`src/rtl/srtt_pkg.sv`:
```
// Shared types and constants for the serial read terminator/timeout block.
package srtt_pkg;

	localparam int unsigned TERM_W = 56;
	localparam int unsigned CNT_W  = 16;
	localparam logic [CNT_W-1:0] CHAR_TO_RST = 16'd100;

	typedef enum logic [1:0] {
		FN_START = 2'd0,
		FN_BYTE  = 2'd1,
		FN_TICK  = 2'd2,
		FN_FLUSH = 2'd3
	} func_t;

	typedef enum logic [2:0] {
		ST_RUN     = 3'd0,
		ST_LEN     = 3'd1,
		ST_TERM    = 3'd2,
		ST_REPLY_TO = 3'd3,
		ST_CHAR_TO = 3'd4
	} end_status_t;

	typedef enum logic [1:0] {
		REG_TERM_BYTES = 2'd0,
		REG_TERM_LEN   = 2'd1,
		REG_CHAR_TO    = 2'd2,
		REG_NONE       = 2'd3
	} cfg_reg_t;

	// controller -> datapath
	typedef struct packed {
		logic        load;
		logic        start;
		logic        tick;
		logic        push;
		logic        flush;
		logic        pop;
		logic        deliver;
		logic        deliver_live;
		logic        emit;
		end_status_t emit_code;
	} cmd_t;

	// datapath -> controller
	typedef struct packed {
		func_t func;
		logic  zero_len;
		logic  active;
		logic  got_first;
		logic  fifo_nonempty;
		logic  first_to_zero;
		logic  out_free;
	} stat_t;

endpackage

```
`src/rtl/srtt_ram.sv`:
```
// Generic single-write, single-read RAM with registered read data.
module srtt_ram #(
	parameter int unsigned WIDTH = 8,
	parameter int unsigned DEPTH = 32
) (
	input  logic                     clk,
	input  logic                     we,
	input  logic [$clog2(DEPTH)-1:0] waddr,
	input  logic [WIDTH-1:0]         wdata,
	input  logic                     re,
	input  logic [$clog2(DEPTH)-1:0] raddr,
	output logic [WIDTH-1:0]         rdata
);

	logic [WIDTH-1:0] mem_q [DEPTH];
	logic [WIDTH-1:0] rdata_q;

	always_ff @(posedge clk) begin
		if (we) begin
			mem_q[waddr] <= wdata;
		end
		if (re) begin
			rdata_q <= mem_q[raddr];
		end
	end

	assign rdata = rdata_q;

endmodule

```
`src/rtl/srtt_ctrl.sv`:
```
// Sequencer for the serial read block: decodes items and walks the FIFO drain.
module srtt_ctrl (
	input  logic           clk,
	input  logic           arst_n,
	input  logic           in_valid,
	output logic           in_ready,
	input  srtt_pkg::stat_t stat,
	output srtt_pkg::cmd_t  cmd
);

	typedef enum logic [1:0] {
		S_IDLE,
		S_EXEC,
		S_DRAIN_CHK,
		S_DRAIN_DLV
	} state_t;

	state_t state_q, state_d;

	always_comb begin
		cmd          = '0;
		cmd.emit_code = srtt_pkg::ST_RUN;
		state_d      = state_q;
		in_ready     = 1'b0;
		unique case (state_q)
			S_IDLE: begin
				in_ready = 1'b1;
				if (in_valid) begin
					cmd.load = 1'b1;
					state_d  = S_EXEC;
				end
			end
			S_EXEC: begin
				unique case (stat.func)
					srtt_pkg::FN_START: begin
						cmd.start = 1'b1;
						state_d   = S_DRAIN_CHK;
					end
					srtt_pkg::FN_BYTE: begin
						if (!stat.active) begin
							cmd.push = 1'b1;
							state_d  = S_IDLE;
						end else if (stat.out_free) begin
							cmd.deliver      = 1'b1;
							cmd.deliver_live = 1'b1;
							state_d          = S_IDLE;
						end
					end
					srtt_pkg::FN_TICK: begin
						// hold the tick until a possible result has room
						if (!stat.active || stat.out_free) begin
							cmd.tick = 1'b1;
							state_d  = S_IDLE;
						end
					end
					srtt_pkg::FN_FLUSH: begin
						cmd.flush = 1'b1;
						state_d   = S_IDLE;
					end
					default: state_d = S_IDLE;
				endcase
			end
			S_DRAIN_CHK: begin
				priority if (stat.zero_len) begin
					if (stat.out_free) begin
						cmd.emit      = 1'b1;
						cmd.emit_code = srtt_pkg::ST_LEN;
						state_d       = S_IDLE;
					end
				end else if (stat.active && stat.fifo_nonempty) begin
					cmd.pop = 1'b1;
					state_d = S_DRAIN_DLV;
				end else if (stat.active && !stat.got_first && stat.first_to_zero) begin
					if (stat.out_free) begin
						cmd.emit      = 1'b1;
						cmd.emit_code = srtt_pkg::ST_REPLY_TO;
						state_d       = S_IDLE;
					end
				end else begin
					state_d = S_IDLE;
				end
			end
			S_DRAIN_DLV: begin
				if (stat.out_free) begin
					cmd.deliver = 1'b1;
					state_d     = S_DRAIN_CHK;
				end
			end
			default: state_d = S_IDLE;
		endcase
	end

	always_ff @(posedge clk or negedge arst_n) begin
		if (!arst_n) begin
			state_q <= S_IDLE;
		end else begin
			state_q <= state_d;
		end
	end

endmodule

```
`src/rtl/srtt_dp.sv`:
```
// Datapath: config registers, FIFO pointers and RAM, read state, result register.
module srtt_dp #(
	parameter int unsigned FIFO_DEPTH = 32,
	parameter int unsigned TERM_MAX   = 8
) (
	input  logic        clk,
	input  logic        arst_n,
	input  logic [1:0]  func,
	input  logic [7:0]  rx_byte,
	input  logic [15:0] req_len,
	input  logic [15:0] reply_timeout_ms,
	input  logic        cfg_we,
	input  logic [1:0]  cfg_index,
	input  logic [55:0] cfg_data,
	input  srtt_pkg::cmd_t cmd,
	output srtt_pkg::stat_t stat,
	output logic        out_valid,
	input  logic        out_ready,
	output logic [7:0]  out_byte,
	output logic        byte_valid,
	output logic        done_res,
	output logic [2:0]  end_status,
	output logic [15:0] read_count
);

	localparam int unsigned AW = (FIFO_DEPTH > 1) ? $clog2(FIFO_DEPTH) : 1;
	localparam int unsigned FW = $clog2(FIFO_DEPTH + 1);
	localparam int unsigned TW = srtt_pkg::TERM_W;
	localparam int unsigned CW = srtt_pkg::CNT_W;

	// configuration
	logic [TW-1:0] term_bytes_q;
	logic [2:0]    term_len_q;
	logic [CW-1:0] char_to_q;

	// latched item
	srtt_pkg::func_t func_q;
	logic [7:0]    byte_q;
	logic [CW-1:0] len_q;
	logic [CW-1:0] rto_q;

	// FIFO
	logic [AW-1:0] head_q;
	logic [FW-1:0] fill_q;
	logic [FW:0]   waddr_sum;
	logic [AW-1:0] waddr;
	logic [AW-1:0] head_inc;
	logic [7:0]    ram_rdata;
	logic          fifo_we;

	// read state
	logic          active_q;
	logic          got_first_q;
	logic [CW-1:0] left_q;
	logic [CW-1:0] done_q;
	logic [CW-1:0] ticks_q;
	logic [CW-1:0] first_to_q;
	logic [TW-1:0] hist_q;

	// result register
	logic          out_valid_q;
	logic [7:0]    out_byte_q;
	logic          byte_valid_q;
	logic          done_res_q;
	srtt_pkg::end_status_t end_status_q;
	logic [CW-1:0] read_count_q;

	// deliver path
	logic [7:0]    dlv_byte;
	logic [CW-1:0] done_nx;
	logic [CW-1:0] left_nx;
	logic [TW-1:0] hist_nx;
	logic [TW-1:0] term_mask;
	logic          term_hit;
	srtt_pkg::end_status_t dlv_code;

	// tick path
	logic [CW-1:0] ticks_nx;
	logic [CW-1:0] limit;
	logic          expire;
	logic          out_free;

	// ring address of the next free slot
	assign waddr_sum = (FW + 1)'(head_q) + (FW + 1)'(fill_q);
	assign waddr = (waddr_sum >= (FW + 1)'(FIFO_DEPTH)) ?
		AW'(waddr_sum - (FW + 1)'(FIFO_DEPTH)) : AW'(waddr_sum);
	assign head_inc = (head_q == AW'(FIFO_DEPTH - 1)) ? '0 : head_q + 1'b1;
	assign fifo_we = cmd.push && (fill_q < FW'(FIFO_DEPTH));

	srtt_ram #(
		.WIDTH(8),
		.DEPTH(FIFO_DEPTH)
	) u_fifo_ram (
		.clk  (clk),
		.we   (fifo_we),
		.waddr(waddr),
		.wdata(byte_q),
		.re   (cmd.pop),
		.raddr(head_q),
		.rdata(ram_rdata)
	);

	always_comb begin
		for (int i = 0; i < TW / 8; i++) begin
			term_mask[i*8 +: 8] = (i < int'(term_len_q)) ? 8'hFF : 8'h00;
		end
	end

	assign dlv_byte = cmd.deliver_live ? byte_q : ram_rdata;
	assign done_nx  = done_q + 1'b1;
	assign left_nx  = left_q - 1'b1;
	assign hist_nx  = {hist_q[TW-9:0], dlv_byte};
	assign term_hit = (term_len_q != 3'd0) && (4'(term_len_q) < 4'(TERM_MAX))
		&& (done_nx >= CW'(term_len_q))
		&& ((hist_nx & term_mask) == (term_bytes_q & term_mask));
	assign dlv_code = term_hit ? srtt_pkg::ST_TERM :
		((left_nx == '0) ? srtt_pkg::ST_LEN : srtt_pkg::ST_RUN);

	assign ticks_nx = (ticks_q == '1) ? ticks_q : ticks_q + 1'b1;
	assign limit    = got_first_q ? char_to_q : first_to_q;
	assign expire   = ticks_nx >= limit;

	assign out_free = !out_valid_q || out_ready;

	always_comb begin
		stat.func          = func_q;
		stat.zero_len      = (len_q == '0);
		stat.active        = active_q;
		stat.got_first     = got_first_q;
		stat.fifo_nonempty = (fill_q != '0);
		stat.first_to_zero = (first_to_q == '0);
		stat.out_free      = out_free;
	end

	// payload-only registers
	always_ff @(posedge clk) begin
		if (cmd.load) begin
			func_q <= srtt_pkg::func_t'(func);
			byte_q <= rx_byte;
			len_q  <= req_len;
			rto_q  <= reply_timeout_ms;
		end
		priority if (cmd.deliver) begin
			out_byte_q   <= dlv_byte;
			byte_valid_q <= 1'b1;
			done_res_q   <= (dlv_code != srtt_pkg::ST_RUN);
			end_status_q <= dlv_code;
			read_count_q <= done_nx;
		end else if (cmd.emit) begin
			out_byte_q   <= '0;
			byte_valid_q <= 1'b0;
			done_res_q   <= 1'b1;
			end_status_q <= cmd.emit_code;
			read_count_q <= done_q;
		end else if (cmd.tick && active_q) begin
			out_byte_q   <= '0;
			byte_valid_q <= 1'b0;
			done_res_q   <= 1'b1;
			end_status_q <= got_first_q ? srtt_pkg::ST_CHAR_TO : srtt_pkg::ST_REPLY_TO;
			read_count_q <= done_q;
		end
	end

	always_ff @(posedge clk or negedge arst_n) begin
		if (!arst_n) begin
			term_bytes_q <= '0;
			term_len_q   <= '0;
			char_to_q    <= srtt_pkg::CHAR_TO_RST;
			head_q       <= '0;
			fill_q       <= '0;
			active_q     <= 1'b0;
			got_first_q  <= 1'b0;
			left_q       <= '0;
			done_q       <= '0;
			ticks_q      <= '0;
			first_to_q   <= '0;
			hist_q       <= '0;
			out_valid_q  <= 1'b0;
		end else begin
			if (cfg_we) begin
				unique case (srtt_pkg::cfg_reg_t'(cfg_index))
					srtt_pkg::REG_TERM_BYTES: term_bytes_q <= cfg_data;
					srtt_pkg::REG_TERM_LEN:   term_len_q   <= cfg_data[2:0];
					srtt_pkg::REG_CHAR_TO:    char_to_q    <= cfg_data[CW-1:0];
					default: ;
				endcase
			end

			priority if (cmd.flush) begin
				head_q <= '0;
				fill_q <= '0;
			end else if (fifo_we) begin
				fill_q <= fill_q + 1'b1;
			end else if (cmd.pop) begin
				head_q <= head_inc;
				fill_q <= fill_q - 1'b1;
			end

			priority if (cmd.start) begin
				active_q    <= (len_q != '0);
				got_first_q <= 1'b0;
				left_q      <= len_q;
				done_q      <= '0;
				ticks_q     <= '0;
				first_to_q  <= rto_q;
				hist_q      <= '0;
			end else if (cmd.deliver) begin
				done_q      <= done_nx;
				left_q      <= left_nx;
				got_first_q <= 1'b1;
				ticks_q     <= '0;
				hist_q      <= hist_nx;
				if (dlv_code != srtt_pkg::ST_RUN) begin
					active_q <= 1'b0;
				end
			end else if (cmd.emit) begin
				active_q <= 1'b0;
			end else if (cmd.tick && active_q) begin
				ticks_q <= ticks_nx;
				if (expire) begin
					active_q <= 1'b0;
				end
			end

			if (cmd.deliver || cmd.emit || (cmd.tick && active_q && expire)) begin
				out_valid_q <= 1'b1;
			end else if (out_ready) begin
				out_valid_q <= 1'b0;
			end
		end
	end

	assign out_valid  = out_valid_q;
	assign out_byte   = out_byte_q;
	assign byte_valid = byte_valid_q;
	assign done_res   = done_res_q;
	assign end_status = end_status_q;
	assign read_count = read_count_q;

endmodule

```
`src/rtl/serial_read_terminator_timeout.sv`:
```
// Top level of the serial read block with terminator and character timeout.
//
// Input channel (in_valid/in_ready) carries one command item: func selects
// start read, received byte, millisecond tick or FIFO flush. Output channel
// (out_valid/out_ready) carries one result item per delivered byte, plus one
// item when a read ends without a byte (zero length, reply or char timeout).
// Received bytes are buffered in a FIFO_DEPTH-entry RAM while no read runs;
// bytes arriving into a full FIFO are dropped. A start drains the FIFO one
// byte at a time (RAM read, then delivery), then live bytes pass straight
// through. Terminator is compared against the last term_len bytes after each
// delivered byte; term_len of TERM_MAX or more disables it.
// A byte or tick result is registered once its item has been latched and the
// output register has room; buffered bytes are read through the single RAM
// read port. Items are taken one at a time, since in_ready is high
// only in the idle state. Results sit in one output register; while it is
// full and not taken, any step that would produce a result waits, so a
// stalled receiver holds the block without losing anything.
// Reset: FIFO empty, no read running, terminator cleared, char timeout 100.
// Config writes (cfg_we/cfg_index/cfg_data) take effect the next cycle and
// are to be issued while the block is idle.
module serial_read_terminator_timeout #(
	parameter int unsigned FIFO_DEPTH = 32,
	parameter int unsigned TERM_MAX   = 8
) (
	input  logic        clk,
	input  logic        arst_n,
	// command items
	input  logic        in_valid,
	output logic        in_ready,
	input  logic [1:0]  func,
	input  logic [7:0]  rx_byte,
	input  logic [15:0] req_len,
	input  logic [15:0] reply_timeout_ms,
	// result items
	output logic        out_valid,
	input  logic        out_ready,
	output logic [7:0]  out_byte,
	output logic        byte_valid,
	output logic        done_res,
	output logic [2:0]  end_status,
	output logic [15:0] read_count,
	// register writes
	input  logic        cfg_we,
	input  logic [1:0]  cfg_index,
	input  logic [55:0] cfg_data
);

	srtt_pkg::cmd_t  cmd;
	srtt_pkg::stat_t stat;

	// sequencer: accepts items, steps the drain loop, gates on output space
	srtt_ctrl u_ctrl (
		.clk     (clk),
		.arst_n  (arst_n),
		.in_valid(in_valid),
		.in_ready(in_ready),
		.stat    (stat),
		.cmd     (cmd)
	);

	// datapath: registers, FIFO RAM, terminator match, tick compare, output reg
	srtt_dp #(
		.FIFO_DEPTH(FIFO_DEPTH),
		.TERM_MAX  (TERM_MAX)
	) u_dp (
		.clk             (clk),
		.arst_n          (arst_n),
		.func            (func),
		.rx_byte         (rx_byte),
		.req_len         (req_len),
		.reply_timeout_ms(reply_timeout_ms),
		.cfg_we          (cfg_we),
		.cfg_index       (cfg_index),
		.cfg_data        (cfg_data),
		.cmd             (cmd),
		.stat            (stat),
		.out_valid       (out_valid),
		.out_ready       (out_ready),
		.out_byte        (out_byte),
		.byte_valid      (byte_valid),
		.done_res        (done_res),
		.end_status      (end_status),
		.read_count      (read_count)
	);

endmodule
```
`config.mk`:
```
export PLATFORM = sky130hd
export DESIGN_NAME = serial_read_terminator_timeout
export DESIGN_NICKNAME = d
export VERILOG_FILES = /design/src/rtl/srtt_pkg.sv /design/src/rtl/srtt_ram.sv /design/src/rtl/srtt_ctrl.sv /design/src/rtl/srtt_dp.sv /design/src/rtl/serial_read_terminator_timeout.sv
export SDC_FILE = /design/constraint.sdc
export NUM_CORES = 1
export LEC_CHECK = 0
export BUFFER_PORTS_ARGS = -buffer_cell sky130_fd_sc_hd__buf_4
export CAP_MARGIN = 20
export CELL_PAD_IN_SITES_DETAIL_PLACEMENT = 1
export CELL_PAD_IN_SITES_GLOBAL_PLACEMENT = 1
export CORE_MARGIN = 4
export CORE_UTILIZATION = 40
export CTS_CLUSTER_DIAMETER = 30
export DETAILED_ROUTE_END_ITERATION = 16
export GPL_ROUTABILITY_DRIVEN = 0
export PLACE_DENSITY_LB_ADDON = 0.1
export RECOVER_POWER = 100
export SKIP_LAST_GASP = 1
export SYNTH_ARGS = -nofsm -noshare
export SYNTH_HDL_FRONTEND = slang
export SYNTH_SLANG_ARGS = --single-unit
```
`constraint.sdc`:
```
create_clock -name clk -period 3.4 [get_ports clk]
set_input_delay 0.17 -clock clk [delete_from_list [all_inputs] [get_ports clk]]
set_output_delay 0.17 -clock clk [all_outputs]
set_load 0.05 [all_outputs]
```
# Word-level counts from Yosys, hierarchy flattened
# Memories as Yosys holds them, arrays and structs flattened. A register that Yosys moved wholly into a read port is not among the register bits.
# Cells that the tools add are included.
# Widths: inputs -> output; s select.
dict set report totals {
  out_inout_bits 31
  ram_bits 256
  ff_bits 274
  word_cells 195
  n_memories 1
}
dict set report op_classes {
  reduce_logical 41
  bitwise_logic 2
  n_addsub 8
  n_eq_ne 17
  mux 92
  magnitude_cmp 11
}
# name depth width rd rd_clocked_by_memory_dff wr line
set memory_table {}
lappend memory_table {u_dp.u_fifo_ram.mem_q 32 8 1 1 1 srtt_ram.sv:15} ;# logic [WIDTH-1:0] mem_q [DEPTH];
# cell n
set op_table {}
lappend op_table {{$mux 16} 13}
lappend op_table {{$and 56x56->56} 2}
lappend op_table {{$mux 48} 2}
lappend op_table {{$mux 8} 11}
lappend op_table {{$eq 56x56->1} 1}
lappend op_table {{$logic_not 16->1} 3}
lappend op_table {{$add 16x1->16 const B} 2}
lappend op_table {{$mux 1} 32}
lappend op_table {{$mux 4} 7}
lappend op_table {{$mux 5} 5}
lappend op_table {{$mux 2} 11}
lappend op_table {{$mux 6} 3}
lappend op_table {{$eq 16x16->1 const B} 1}
lappend op_table {{$ge 16x16->1} 1}
lappend op_table {{$ge 16x3->1} 1}
lappend op_table {{$pmux 2 s4} 2}
lappend op_table {{$reduce_bool 16->1} 1}
lappend op_table {{$sub 16x1->16 const B} 1}
lappend op_table {{$mux 3} 5}
lappend op_table {{$reduce_bool 3->1} 5}
lappend op_table {{$eq 2x2->1 const B} 5}
lappend op_table {{$reduce_and 2->1} 5}
lappend op_table {{$lt 3x3->1 const A} 3}
lappend op_table {{$logic_and 1x1->1} 8}
lappend op_table {{other kinds (23)} 41}

# Longest topological paths before layout
dict set report logic_depth {
  ltp_word 15
  mapped_depth 15
  ltp_nobuf 14
}

# Cells and area by module
# Synthesis repeated with hierarchy kept, for this count alone.
dict set report hier_totals {
  cells_unflattened 1521
  hier_area_um2 23298.6
}
# module cells_each n_inst seq_area_each_um2 area_each_um2
set by_module_without_submodules {}
lappend by_module_without_submodules {srtt_dp 1066 1 7155.6 12893.6}
lappend by_module_without_submodules {srtt_ram 417 1 7927.6 10133.5}
lappend by_module_without_submodules {srtt_ctrl 38 1 50.0 271.5}

# Least setup slack after synthesis
# OpenSTA, ideal clock, no wires.
dict set report synth_path {
  path_type {register to register}
  start {register u_dp.ticks_q[0]}
  end {register u_dp.active_q}
  arrival_ps 3542
  n_path_buf 1
  setup_slack_ps -208
  t_required_ps 3334
  stages_incl_launch_ff 16
  setup_time_ps 66
  path_cell_list {dfrtp_1 -> ha_1 -> nand2_1 -> nor4_1 -> nand4_1 -> buf_2 -> and4_1 -> xor2_1 -> ha_1 -> a21o_1 -> a2111oi_0 -> o21ai_0 -> a221o_1 -> a211oi_1 -> a31o_2 -> a31o_1}
}
dict set report synth_between {
  elab_chain_cells 5
  word_cells_on_any_way 6
  cone_classes {1 x add/sub; 1 x order compare; 1 x eq/ne; 1 x mux; 2 x reduce/logical}
}
# element line
set synth_rtl {}
lappend synth_rtl {{from (decl)} srtt_dp.sv:56} ;# logic [CW-1:0] ticks_q;
lappend synth_rtl {{from (signal assigned)} srtt_dp.sv:219} ;# ticks_q <= ticks_nx;
lappend synth_rtl {{$add 16x1->16 or $eq 16x16->1 (tied branches)} srtt_dp.sv:119} ;# assign ticks_nx = (ticks_q == '1) ? ticks_q : ticks_q + 1'b1;
lappend synth_rtl {{$mux 16 *} srtt_dp.sv:119}
lappend synth_rtl {{$ge 16x16->1 *} srtt_dp.sv:121} ;# assign expire = ticks_nx >= limit;
lappend synth_rtl {{$reduce_bool 4->1 (no line) *} -}
lappend synth_rtl {{$reduce_and 3->1 (no line) *} -}
lappend synth_rtl {{to (signal assigned)} srtt_dp.sv:200} ;# active_q <= (len_q != '0);
lappend synth_rtl {{to (decl)} srtt_dp.sv:52} ;# logic active_q;
# Every way passes the cells marked *; elsewhere a longest branch is shown, timed or not.
# A chain may end at the register's enable or synchronous reset.

# Worst setup path in the final report
dict set report layout_path {
  start {register u_dp.ticks_q[6]}
  end {register u_dp.active_q}
}
# Same word-level chain as after synthesis.

==> impl_metrics.env <==
export IMPL_grt_overflow=0
export IMPL_pin_count=136
export IMPL_worst_r2r_path_depth=14
export IMPL_port_buffers=135
export IMPL_htreeDepth=3
export IMPL_start_util_pct=40.5
export IMPL_tightest_slew_ns=2.25
export IMPL_synth_edff_count=334
export IMPL_crit_top_cell="nand4_1"
export IMPL_die_area_um2=62300
export IMPL_power_density_nw_per_um2=768
export IMPL_cp_slowest_stage_delay_ns=0.37
export IMPL_cts_max_path_buffers=3
export IMPL_min_period_over_period_pct=95.8
export IMPL_clock_latency_ns=0.65
export IMPL_place_hpwl_um=43000
export IMPL_outcome="finished with violations"
export IMPL_yosys_top_cells_area="edfxtp_1, dfrtp_1, mux2_2"
export IMPL_synth_area_um2=23300
export IMPL_ys_ff_latch=538
export IMPL_vias=15691
export IMPL_cts_sinks=538
export IMPL_path_class="flop to flop"
export IMPL_synthesis_nets=1864
export IMPL_drt_wl_total_um=66800
export IMPL_start_kind="flop"
export IMPL_setup_ws_ns=0.142
export IMPL_required_ns=3.98
export IMPL_antenna_found_initial=0
export IMPL_dp_cells=2631
export IMPL_drc_errors=0
export IMPL_grt_pass1_vias=17260
export IMPL_vias_per_cell=5.30
export IMPL_die_y_um=250
export IMPL_dp_slack_ns=-0.0462
export IMPL_fmax_mhz=307
export IMPL_synth_flop_cell="edfxtp_1"
export IMPL_synth_cell_types=66
export IMPL_cp_end_kind="flop"
export IMPL_fin_nets=2236
export IMPL_critPathMaxFanout=6
export IMPL_areaGrowthSynthToFinish_pct=32.0
export IMPL_cts_tree="done"
export IMPL_worst_ep_arrival_time_ns=3.83
export IMPL_ir_worst_vdd_uv=565
export IMPL_async_flop_share_pct=37.7
export IMPL_cap_violations=7
export IMPL_skew_ns=0.0228
export IMPL_clockRootBuffer="clkbuf_16"
export IMPL_std_cell_rows=88
export IMPL_fin_crit_ns=3.26
export IMPL_grt_pass1_wl_um=104000
export IMPL_maxSlewViolCount=273
export IMPL_yosysMostFrequentCell="edfxtp_1"
export IMPL_drive_gt1_share_pct=24.0
export IMPL_netlist_top_cells_count="edfxtp_1, nand2_1, dfrtp_1"
export IMPL_synthCells=1724
export IMPL_cp_slowest_cell="a221o_1"
export IMPL_hold_viol=0
export IMPL_track_usage_pct=21.4
export IMPL_avgSynthCellArea_um2=13.5
export IMPL_dr_pass1_iters=5
export IMPL_dieWidth_um=250
export IMPL_violations="max-capacitance violations, max-slew violations"
export IMPL_drt_antenna_violating_nets=0
export IMPL_n_antenna_cell=0
export IMPL_synth_seq_area_share_pct=64.8
export IMPL_drt_iter0_drc=847
export IMPL_clkTransAtPathRegs_ns=0.04
export IMPL_wl_per_cell_um=22.6
export IMPL_rsz0062_at_grt="yes"
export IMPL_path_cells="nand4_1 > nor4_4 > nand4_1 > buf_6 > nor2b_4 > xor2_1 > ha_2 > a21o_1 > a2111oi_2 > o21ai_1 > a221o_1 > a211oi_2 > a31o_2 > a31o_1"
export IMPL_ys_warnings_count=0
export IMPL_nFillCells=5666
export IMPL_core_area_um2=57700
export IMPL_synth_top_cell_by_area="edfxtp_1"
export IMPL_finalSetupViolCount=0
export IMPL_cts_inserted_buffers=118
export IMPL_synth_top_area_share_pct=43.0
export IMPL_hold_path_cell_count=3
export IMPL_p_leak_nw=12.1
export IMPL_slew_headroom_pct=-50.0
export IMPL_fin_cells=2963
export IMPL_grt_max_degree=102
export IMPL_min_path_type="primary input to flop"
## per-stage QoR
stage / TNS, ns / hold slack [ns] / instance area [um2] / utilization, % / total power [W]
after floorplan: 0 / -0.126 / 23400 / - / 0.0107
after global placement: 0 / 0.333 / 25800 / 44.6 / 0.0119
after detailed placement: -0.0803 / 0.321 / 25800 / 44.6 / 0.0120
after CTS: 0 / 0.0351 / 31000 / 53.6 / 0.0239
after global routing: -0.0822 / 0.0424 / 30800 / 53.4 / 0.0247
final: 0 / 0.0731 / 30800 / 53.4 / 0.0237
## cell usage in the layout (no fill, tap or decap), types with 10 or more instances in the layout
cell,instances
bufinv_16,19
xnor2_1,69
clkbuf_16,120
clkinv_1,10
ha_1,31
nor3_1,13
xor2_1,25
nand2_1,231
and2_1,23
inv_1,25
dfrtp_1,199
clkinv_2,20
clkbuf_4,37
nand4_1,24
a21o_1,16
mux4_2,32
mux2i_1,84
and3_1,10
o221ai_1,42
buf_4,146
nand2b_1,15
clkbuf_1,66
clkbuf_8,15
a21oi_1,42
nor4_1,15
dlygate4sd3_1,99
mux2_2,85
o21ai_0,46
clkinvlp_4,12
nand3_1,66
edfxtp_1,334
o22ai_1,10
nor2_1,82
## report_power, final
group | internal [W] | leakage, nW | switching [W]
Sequential | 0.00770 | 5.65 | 0.000659
Clock | 0.00813 | 2.01 | 0.00356
Combinational | 0.00159 | 4.44 | 0.00201
## state kept, by name (all words and copies together), names as in the netlist, 2 cells and up
signal / cells
u_dp.func_q: 2
u_ctrl.state_q: 2
u_dp.ticks_q: 16
u_dp.out_byte: 8
u_dp.end_status: 3
u_dp.term_bytes_q: 56
u_dp.rto_q: 16
u_dp.done_q: 16
u_dp.left_q: 16
u_dp.head_q: 5
u_dp.u_fifo_ram.mem_q: 256
u_dp.fill_q: 6
u_dp.term_len_q: 3
u_dp.char_to_q: 16
u_dp.hist_q: 48
u_dp.u_fifo_ram.rdata: 8
u_dp.read_count: 16
u_dp.len_q: 16
u_dp.first_to_q: 16
u_dp.byte_q: 8
## worst max-delay path: cells and delay by family (launching register included)
family | cells | cell delay (ns)
AOI/OAI and AO/OA | 7 | 1.50
xor gates and xnor gates | 1 | 0.18
adders and majority gates | 1 | 0.19
buffers and inverters | 1 | 0.16
DFF | 1 | 0.35
and+or+nand+nor | 4 | 0.79
## path summary, 6_finish.rpt
check                                            start                              to  slack, ns
min in group asynchronous                       arst_n     u_dp.left_q[12]$_DFFE_PN0P_       0.15
hold reg to reg                u_dp.rto_q[1]$_DFFE_PP_  u_dp.first_to_q[1]$_DFFE_PN0P_       0.43
max in group asynchronous                       arst_n     u_dp.ticks_q[7]$_DFFE_PN0P_       0.64
setup / recovery           u_dp.ticks_q[6]$_DFFE_PN0P_       u_dp.active_q$_DFFE_PN0P_       0.14
hold / removal                            cfg_index[0]  u_dp.term_len_q[0]$_DFFE_PN0P_       0.07
setup reg to reg           u_dp.ticks_q[6]$_DFFE_PN0P_       u_dp.active_q$_DFFE_PN0P_       0.14
## kinds of logic after synthesis
| logic type | count (synthesis) | share of synthesized area, % |
|---|---|---|
| simple gates | 530 | 10.7 |
| fa+ha+maj | 35 | 1.94 |
| buf+inv | 110 | 1.83 |
| mux | 201 | 10.8 |
| flops | 538 | 64.8 |
| compound gates | 215 | 6.34 |
| xor+xnor | 95 | 3.56 |
## metal layers
layer	share of wire, %	GRT usage (%)
met1	43	27.6
met2	50	37.1
met3	3.5	3.94
met4	2.7	6.42
met5	0	0
## area by class of cell
| cell class | instances | area [um2] | share of cell area (%) |
|---|---|---|---|
| flip-flops and latches | 538 | 15100 | 49.1 |
| multi-input cells | 1076 | 7870 | 25.5 |
| clock buffers | 152 | 3260 | 10.6 |
| repair buffers | 336 | 2610 | 8.45 |
| well taps | 765 | 957 | 3.11 |
| clock inverters | 70 | 890 | 2.89 |
| inverters | 26 | 97.6 | 0.317 |
## repair_timing
item	4_1_cts	5_1_grt
resized for setup	8	5
setup buffers	3	8
pin swaps	6	12
hold buffers	99	0
gates cloned	0	0
setup endpoints to repair	2	2
hold endpoints to repair	212	0
Power figures use the tool's default switching activity.
